### src/rtl/core/ilbp_pkg.sv
// ----------------------------------------------------------------------------
// ilbp_pkg
// Shared types, constants and helpers for the ILBP histogram block.
// ----------------------------------------------------------------------------
package ilbp_pkg;

   // Default sizes for the top-level parameters
   localparam int MAX_WIDTH_DEF   = 1024;
   localparam int COUNT_WIDTH_DEF = 20;

   // Fixed field widths
   localparam int PIX_W       = 8;
   localparam int CFG_W       = 11;
   localparam int CODE_W      = 9;
   localparam int SUM_W       = 12;   // holds 9 * 255
   localparam int WIN_N       = 9;
   localparam int NBINS       = 512;
   localparam int RSP_COUNT_W = 20;
   localparam int REQ_DATA_W  = 24;
   localparam int RSP_DATA_W  = 32;

   localparam logic [CFG_W-1:0] WIDTH_RST = 11'd1024;
   localparam int               MIN_WIDTH = 3;

   // Request kinds carried in req_tuser
   typedef enum logic [1:0] {
      REQ_PIXEL = 2'd0,
      REQ_READ  = 2'd1,
      REQ_CLEAR = 2'd2
   } req_kind_type;

   // Result kinds carried in rsp_tuser
   localparam logic RSP_CODE  = 1'b0;
   localparam logic RSP_COUNT = 1'b1;

   // Controller states
   typedef enum logic [2:0] {
      ST_CLEAR,
      ST_IDLE,
      ST_WIN,
      ST_CODE,
      ST_HIST,
      ST_READ
   } state_type;

   // Window status from the line-store unit
   typedef struct packed {
      logic done;
      logic hit;
   } win_type;

   // The nine window pixels in code-bit order (index 0 gives the MSB)
   typedef logic [WIN_N-1:0][PIX_W-1:0] win_pix_type;

   // Smallest of the nine cyclic rotations of a code
   function automatic logic [CODE_W-1:0] rot_min(input logic [CODE_W-1:0] code);
      logic [CODE_W-1:0] best;
      logic [CODE_W-1:0] r;
      best = code;
      r    = code;
      for (int k = 1; k < CODE_W; k++) begin
         r = {r[CODE_W-2:0], r[CODE_W-1]};
         if (r < best) best = r;
      end
      return best;
   endfunction

endpackage

### src/rtl/core/ilbp_code.sv
// ----------------------------------------------------------------------------
// ilbp_code
// Three-stage pattern unit: window sum, threshold bits, rotation minimum.
// ----------------------------------------------------------------------------
module ilbp_code (
   input  logic                        clock,
   input  logic                        reset,
   input  logic                        start,
   input  ilbp_pkg::win_pix_type       pix,
   output logic                        code_vld,
   output logic [ilbp_pkg::CODE_W-1:0] code
);
   import ilbp_pkg::*;

   logic [SUM_W-1:0]  sum_in;
   logic [SUM_W-1:0]  sum_ff;
   win_pix_type       pix_ff;
   logic [CODE_W-1:0] bits_in;
   logic [CODE_W-1:0] bits_ff;
   logic [CODE_W-1:0] min_ff;
   logic              v1_ff, v2_ff, v3_ff;
   logic [SUM_W-1:0]  p9;

   // Stage 1: window sum
   always_comb begin
      sum_in = '0;
      for (int k = 0; k < WIN_N; k++) sum_in = sum_in + SUM_W'(pix[k]);
   end

   always_ff @(posedge clock) begin
      if (start) begin
         sum_ff <= sum_in;
         pix_ff <= pix;
      end
   end

   // Stage 2: one bit per pixel, set when nine times the pixel beats the sum
   always_comb begin
      bits_in = '0;
      p9      = '0;
      for (int k = 0; k < WIN_N; k++) begin
         p9 = (SUM_W'(pix_ff[k]) << 3) + SUM_W'(pix_ff[k]);
         bits_in[CODE_W-1-k] = (p9 > sum_ff);
      end
   end

   always_ff @(posedge clock) begin
      if (v1_ff) bits_ff <= bits_in;
   end

   // Stage 3: rotation-invariant code
   always_ff @(posedge clock) begin
      if (v2_ff) min_ff <= rot_min(bits_ff);
   end

   always_ff @(posedge clock) begin
      if (reset) begin
         v1_ff <= 1'b0;
         v2_ff <= 1'b0;
         v3_ff <= 1'b0;
      end else begin
         v1_ff <= start;
         v2_ff <= v1_ff;
         v3_ff <= v2_ff;
      end
   end

   assign code_vld = v3_ff;
   assign code     = min_ff;

endmodule

### config.mk
export PLATFORM = sky130hd
export DESIGN_NAME = ilbp_code
export DESIGN_NICKNAME = d
export VERILOG_FILES = /design/src/rtl/core/ilbp_pkg.sv /design/src/rtl/core/ilbp_code.sv
export SDC_FILE = /design/constraint.sdc
export NUM_CORES = 1
export LEC_CHECK = 0
export ABC_CLOCK_PERIOD_IN_PS = 26500
export BUFFER_PORTS_ARGS = -buffer_cell sky130_fd_sc_hd__clkbuf_2
export CAP_MARGIN = 20
export CORE_MARGIN = 3
export CORE_UTILIZATION = 54
export CTS_CLUSTER_SIZE = 8
export DETAILED_ROUTE_END_ITERATION = 6
export GPL_ROUTABILITY_DRIVEN = 0
export HOLD_SLACK_MARGIN = 0.03
export PLACE_DENSITY = 0.82
export SYNTH_ARGS = -nofsm -noshare
export SYNTH_HDL_FRONTEND = slang
export SYNTH_SLANG_ARGS = --single-unit
### constraint.sdc
create_clock -name clock -period 26.5 [get_ports clock]
set_clock_uncertainty 0.2 [all_clocks]
set_input_delay 5.3 -clock clock [delete_from_list [all_inputs] [get_ports clock]]
set_output_delay 5.3 -clock clock [all_outputs]
set_load 0.02 [all_outputs]
* Word-level counts from Yosys, hierarchy flattened
Index checks and enable logic that the tools add are counted.
** Storage, ports and cells
- Register bits :: 105
- Input bits :: 75
- Output and inout bits :: 10
- Logic and storage cells :: 64
** Operators by class
- $add $sub $neg :: 17
- Magnitude comparators :: 17
- Muxes and demuxes :: 15
** Operator list (number)
- 2-to-1 mux 9 bit :: 15
- adder 11 x 8 -> 12 bit :: 10
- > comparator 12 bit :: 9
- less-than comparator 9 bit :: 8
- adder 12 x 8 -> 12 bit :: 4
- adder 10 x 8 -> 11 bit :: 1
- adder 9 x 8 -> 10 bit :: 1
- adder 8 x 8 -> 9 bit :: 1

* Depth between registers and ports, before layout
Gate-level depths: netlist (run 1).
- Depth after elaboration :: 23
- Mapped depth :: 86
- Mapped depth without buffers :: 76

* Least setup slack after synthesis (run 1)
Ideal clock, no wire load.
- Path kind :: register to register
- Start point :: reg bits_ff[8]
- End point :: reg min_ff[6], in the netlist code[6], data pin
- Setup time :: 0.270 ns
- Arrival :: 14.432 ns
- Required time :: 26.030 ns
- Slack :: 11.598 ns
- Stages on the path, launching flop included :: 79
- Path buffers :: 9
- Clock period less this slack :: 14.902 ns
- Cells stage by stage :: edfxtp_1 > buf_1 > clkinv_1 > ha_1 > nand4_1 > or3b_4 > nand2_4 > clkbuf_1 > nor2_1 > a21oi_1 > ha_1 > a21o_1 > a21oi_1 > o21ai_0 > a211o_1 > a31oi_1 > a21oi_1 > buf_6 > (+43 left out) > ha_1 > a21o_1 > a21o_1 > a21oi_1 > nand2_1 > a2111oi_4 > nor3_4 > mux2_2 > ha_1 > a21oi_1 > nor2b_1 > o21ai_0 > nand2b_1 > nor3b_1 > inv_1 > o221a_1 > buf_6 > mux2i_1
** On the way
- Longest elaborated chain between the ends :: 23
** RTL lines
- from (decl) :: RTL line ilbp_code.sv:19 : logic [CODE_W-1:0] bits_ff;
- from (signal assigned) :: RTL line ilbp_code.sv:48 : if (v1_ff) bits_ff <= bits_in;
- less-than comparator 9 bit :: RTL line ilbp_pkg.sv:63 : if (r < best) best = r;
- 2-to-1 mux 9 bit :: RTL line ilbp_pkg.sv:63
- 2-to-1 mux 9 bit :: RTL line ilbp_code.sv:53 : if (v2_ff) min_ff <= rot_min(bits_ff);
- less-than comparator 9 bit :: RTL line ilbp_pkg.sv:63
- 2-to-1 mux 9 bit :: RTL line ilbp_pkg.sv:63
- 2-to-1 mux 9 bit :: RTL line ilbp_code.sv:53
- less-than comparator 9 bit :: RTL line ilbp_pkg.sv:63
- 2-to-1 mux 9 bit :: RTL line ilbp_pkg.sv:63
- (+7 left out)
- less-than comparator 9 bit :: RTL line ilbp_pkg.sv:63
- 2-to-1 mux 9 bit :: RTL line ilbp_pkg.sv:63
- 2-to-1 mux 9 bit :: RTL line ilbp_code.sv:53
- less-than comparator 9 bit :: RTL line ilbp_pkg.sv:63
- 2-to-1 mux 9 bit :: RTL line ilbp_pkg.sv:63
- 2-to-1 mux 9 bit :: RTL line ilbp_code.sv:53
- less-than comparator 9 bit :: RTL line ilbp_pkg.sv:63
- 2-to-1 mux 9 bit * :: RTL line ilbp_pkg.sv:63
- to (signal assigned) :: RTL line ilbp_code.sv:53
- to (decl) :: RTL line ilbp_code.sv:20 : logic [CODE_W-1:0] min_ff;
Every way passes the cells marked *; elsewhere a longest branch is shown, timed or not. The select of a mux whose other input is x is not followed.
A chain may end at the register's enable or synchronous reset.

* Worst setup path in the final report (run 1)
- Start point :: reg bits_ff[6]
- End point :: reg min_ff[6], in the netlist code[6], data pin
Same word-level chain as after synthesis.

==> results.md, run 1 <==
- Outcome: complete, no violations
- RSZ-0062 raised after global routing: false
- Post-detail-place hpwl: 23,000 um
- Slowest stage delay, CP: 0.82 ns
- Antenna-violating nets left: 0
- Worst Setup End Kind: register
- Drt pass-1 iters: 5
- GRT Resource Usage Total: 24.9%
- Crit Path Class: register to register
- PostCTS Resize Cnt: 0
- Setup Buffers After CTS: 0
- Remaining Overflow, GRT: 0
- Cell Area, Synth: 11,600 um2
- Vias in the first global route: 9,349
- Final min period: 16.81 ns
- First-pass GRT wire length: 46,900 um
- Largest net degree at the start of global routing: 86
- Most used cell along the critical path: a21oi_1
- Hold Vio Cnt, Final: 0
- Number of nets in the layout: 1,572
- Initial antenna violation count: 0
- CTS Hold Bufs: 0
- Crit start category: register
- R2R Path End: code[6]
- Worst hold start: v1_ff
- Final Setup Violations: 0
- Final TNS setup: 0 ns
- Largest area contributor in the netlist: edfxtp_1
- Register area share after synthesis: 26.9%
- Clk Latency, worst-skew pair: 0.35 ns
- GR Util met1: 31.7%
- Slew headroom: 29.4%
- Area fraction of the dominant cell type after synthesis: 26.4%
- Final worst path period share: 63.5%
- Worst-Margin Slew: 1.06 ns
- Cells after DPL: 1,478
- CP bufs+invs: 7
- Max Fclk: 0.0595 GHz
- Share of layout cells above drive strength 1: 10.3%
- Syn-to-layout area delta: 8.35%
- Initial DRC count: 705
- Non-filler instance count after layout: 1,493
- Post-synthesis area per instance: 10.2 um2
- N_diodes: 0
- Clock Tree Buf Depth: 2
- Busiest grt layer: met2
- Routed wire length per instance: 19.3 um
- Die area: 23,300 um2
- R2r startpoint: bits_ff[6]
- Core ar.: 21,100 um2
- Port Buf Inserts: 84
- Synth Instances: 1,134
- Fillers: 1,691
- CP delay by family, top: compound AO/OA/AOI/OAI gates
- Slowest cell on crit path: edfxtp_1
- Final Slew Violations: 0
- Netlist cell types: 75
- Critical Path RT: 26.38 ns
- Worst Hold Class: register to register
- CTS Buf Count: 9
- Clk slew on worst S/H paths: 0.08 ns
- Standard-cell rows: 53
- Reg2Reg Depth: 71
- YS warnings: 0
- Top cells by area, synth: edfxtp_1, ha_1, fa_1
- Met3 Use GR: 4.49%
- Max H-tree Level: 3
- Clock root buffer: clkbuf_16
- Final WL: 28,900 um
- Hold Crit Depth: 0
- WHS: 0.453 ns
- Via count: 9,071
- Initial core utilization: 55.1%
- Max-cap violations: 0
- Async SR Flop Fraction: 0%
- Num Clock Sinks: 105
- M2 GR Usage: 42.1%
- Io pins: 85
- Die Ht: 153 um
- Main synth FF type: edfxtp_1
- Die W: 153 um
- Hold path endpoint: bits_ff[1]
- Crit path DAT: 16.70 ns
- Maximum fanout along the worst path: 20
- CTS tree: built
- DRC viols: 0
- Drt via density: 6.08
- Number of flops mapped to enable cells by yosys: 102
- Synth Register Bits: 105
- Post-Syn Nets: 1,492
- Flop-to-flop setup slack: 9.69 ns
-- metal layers --
layer,wire (um),up-vias
li1,-,4322
met1,11800,4269
met2,13800,385
met3,2130,95
met4,1130,0
met5,0,-
-- worst max-delay path by stage --
stage,startpoint,endpoint,slack [ns],depth (start not counted)
2_1_floorplan,bits_ff[8],code[6],11.60,78
3_3_place_gp,bits_ff[8],code[7],10.56,71
3_5_place_dp,bits_ff[6],code[4],10.03,71
4_1_cts,bits_ff[6],code[4],10.0,71
5_1_grt,bits_ff[8],code[4],8.32,71
6_report,bits_ff[6],code[6],9.69,71
-- cell usage in the layout, fill, tap and decap left out, types with 4 or more instances in the layout --
cell	n
nor2b_1	28
a2111oi_0	8
mux2i_1	21
inv_1	99
a41oi_1	4
fa_1	63
nand3_1	6
nand4_1	30
o211ai_1	9
nor2_1	81
o21a_1	5
nand2b_1	15
xnor2_1	41
clkbuf_2	83
xor2_1	20
o2111a_1	9
a21o_1	53
edfxtp_1	102
clkbuf_16	9
o21bai_1	14
nor3_1	24
o21ai_0	53
ha_1	220
a21oi_1	95
clkinv_1	4
nand2_1	46
-- kinds of logic after synthesis --
group                      Yosys count  share of synthesized area, %
AOI/OAI and AO/OA                  289                          16.7
and+or+nand+nor                    249                          10.8
adders and majority gates          285                          34.7
DFF                                105                          26.9
muxes                               25                          2.23
buffers and inverters              120                          4.08
xor gates and xnor gates            61                          4.60
-- cells in the mapped netlist, types with 4 or more instances --
cell type and number:
nor3_1 24, fa_1 63, ha_1 220, nand3_1 6, xnor2_1 41, a21o_1 53, nor2_1 81, a41oi_1 4
clkbuf_1 11, a21oi_1 95, inv_1 99, xor2_1 20, o2111a_1 9, nand2b_1 15, a2111oi_0 8, o21ai_0 53
o21a_1 5, edfxtp_1 102, o211ai_1 9, nor2b_1 28, o21bai_1 14, nand2_1 46, clkinv_1 4, mux2i_1 21
nand4_1 30
-- state kept, by name (all words and copies together) (netlist names) --
signal,flops
v1_ff,1
bits_ff,9
pix_ff,72
code,9
code_vld,1
v2_ff,1
sum_ff,12
-- stage by stage --
step                      area (um2)  utilization, %  setup WS [ns]
after floorplan                11600               -          11.60
after global placement         12300            58.4          10.56
after detailed placement       12300            58.4          10.03
after CTS                      12600            59.7           10.0
after global routing           12600            59.7           8.32
final                          12600            59.7           9.69
-- area by class of cell --
cell class,instances,area (um2),share of cell area [%]
clock buffers,9,225,1.79
flip-flops and latches,105,3120,24.8
clock inverters,6,53.8,0.427
well taps,275,344,2.73
inverters,104,390,3.10
repair buffers,85,430,3.42
multi-input cells,909,8020,63.7
Power of run 1 is not shown: default switching activity piles up to over one toggle a cycle in this logic, so the estimate is an artifact.
==> inputs of run 2 (changes only) <==
--- a/config.mk
+++ b/config.mk
@@ -5,7 +5,7 @@
 export SDC_FILE = /design/constraint.sdc
 export NUM_CORES = 1
 export LEC_CHECK = 0
-export ABC_CLOCK_PERIOD_IN_PS = 26500
+export ABC_CLOCK_PERIOD_IN_PS = 16800
 export BUFFER_PORTS_ARGS = -buffer_cell sky130_fd_sc_hd__clkbuf_2
 export CAP_MARGIN = 20
 export CORE_MARGIN = 3
==> constraint.sdc (replaced) <==
create_clock -name clock -period 16.8 [get_ports clock]
set_clock_uncertainty 0.2 [all_clocks]
set_input_delay 3.36 -clock clock [delete_from_list [all_inputs] [get_ports clock]]
set_output_delay 3.36 -clock clock [all_outputs]
set_load 0.02 [all_outputs]
==> results.md, run 2 (same netlist as run 1, synthesis figures left out) <==
- Outcome: complete, no violations
- Crit path DAT: 15.41 ns
- Final Slew Violations: 0
- Drt via density: 6.10
- Worst Hold Class: register to register
- Worst Setup End Kind: register
- Routed wire length per instance: 19.6 um
- Max Fclk: 0.0644 GHz
- Top Layer Used: met4
- Most used cell along the critical path: a21oi_1
- Largest net degree at the start of global routing: 86
- Met2 routed WL: 14,400 um
- Vias in the first global route: 9,419
- Max-cap violations: 0
- CTS tree: built
- GRT Resource Usage Total: 25.3%
- Worst-Margin Slew: 1.10 ns
- Syn-to-layout area delta: 9.80%
- Via count: 9,229
- Crit start category: register
- Critical Path RT: 16.69 ns
- Detail Route met3 WL: 2040 um
- Most frequent cells in the layout: ha_1, edfxtp_1, inv_1
- Maximum fanout along the worst path: 20
- Die Ht: 153 um
- WHS: 0.468 ns
- Post-detail-place hpwl: 23,500 um
- Slowest cell on crit path: edfxtp_1
- Io pins: 85
- Share of layout cells above drive strength 1: 11.7%
- Initial antenna violation count: 0
- Final WL: 29,700 um
- Initial core utilization: 55.1%
- Standard-cell rows: 53
- Worst Slack Setup Final: 1.27 ns
- Clock root buffer: clkbuf_16
- Num Clock Sinks: 105
- Slew headroom: 26.9%
- Max FFs per register: 72
- Remaining Overflow, GRT: 0
- CTS Hold Bufs: 0
- Final min period: 15.53 ns
- Die W: 153 um
- Top reg by flops: pix_ff
- Clk slew on worst S/H paths: 0.07 ns
- Hold Vio Cnt, Final: 0
- Core ar.: 21,100 um2
- N_diodes: 0
- DRC viols: 0
- Slowest stage delay, CP: 0.51 ns
- CTS Buf Count: 9
- Crit Path Class: register to register
- Placement-stage worst setup slack: 0.531 ns
- Antenna-violating nets left: 0
- Clk Latency, worst-skew pair: 0.35 ns
- Number of nets in the layout: 1,590
- Max H-tree Level: 3
- First-pass GRT wire length: 47,500 um
- Drt pass-1 iters: 6
- Initial DRC count: 706
- Port Buf Inserts: 84
- Clock Tree Buf Depth: 2
- Die area: 23,300 um2
- Final Setup Violations: 0
- Metal-1 WL: 11,900 um
- Most common cell after layout, fill and taps aside: ha_1
- Biggest registers after layout: pix_ff x72, sum_ff x12
- Final worst path period share: 92.4%
## run 2: cell types whose count changed in the layout (fill, tap and decap cells not counted)
cell / change
buf_4: +18
clkinv_4: -2
inv_6: +2
a21oi_1: -1
a21oi_2: +1
bufinv_16: +1
clkbuf_1: +1
inv_8: -1
nor2_1: -1
nor2_4: +1
## run 2: worst paths after layout
| path | start | to | slack [ns] | cells after the start |
|---|---|---|---|---|
| min reg2reg | v1_ff | bits_ff[1] | 0.47 | 0 |
| min | v1_ff | bits_ff[1] | 0.47 | 0 |
| max | bits_ff[6] | code[7] | 1.27 | 73 |
| max reg2reg | bits_ff[6] | code[7] | 1.27 | 73 |
## run 2: repair_timing
action | CTS | global route
setup endpoints to repair | 0 | 9
setup buffers | 0 | 14
gates resized for setup | 0 | 3
## run 2: routing by layer
| metal | vias to the layer above | GRT usage [%] |
|---|---|---|
| li1 | 4367 | - |
| met1 | 4358 | 31.5 |
| met2 | 406 | 43.6 |
| met3 | 98 | 3.72 |
| met4 | 0 | 11.8 |
| met5 | - | 0 |
## run 2: cell type report
type	count	area [um2]
clock buffers	10	229
multi-input cells	909	8030
well taps	275	344
inverters	104	390
clock inverters	6	72.6
repair buffers	103	566
fillers	1709	8330
flip-flops and latches	105	3120
## run 2: critical path, delay by kind of cell, from the launching register on
kind                       cells  cell delay, ns
buffers and inverters          9            1.24
and+or+nand+nor               18            2.68
muxes                          2            0.50
adders and majority gates      8            2.47
DFF                            1            0.51
AOI/OAI and AO/OA             36            7.62
## run 2: through the flow
stage | area [um2] | cells | TNS [ns] | utilization (%)
after detailed placement | 12300 | 1482 | 0 | 58.5
after CTS | 12600 | 1498 | 0 | 60.0
after floorplan | 11600 | 1134 | 0 | -
after global routing | 12800 | 1512 | -0.00282 | 60.5
final | 12800 | 1512 | 0 | 60.5
after global placement | 12300 | 1482 | 0 | 58.5
Power of run 2 is left out for the same reason.
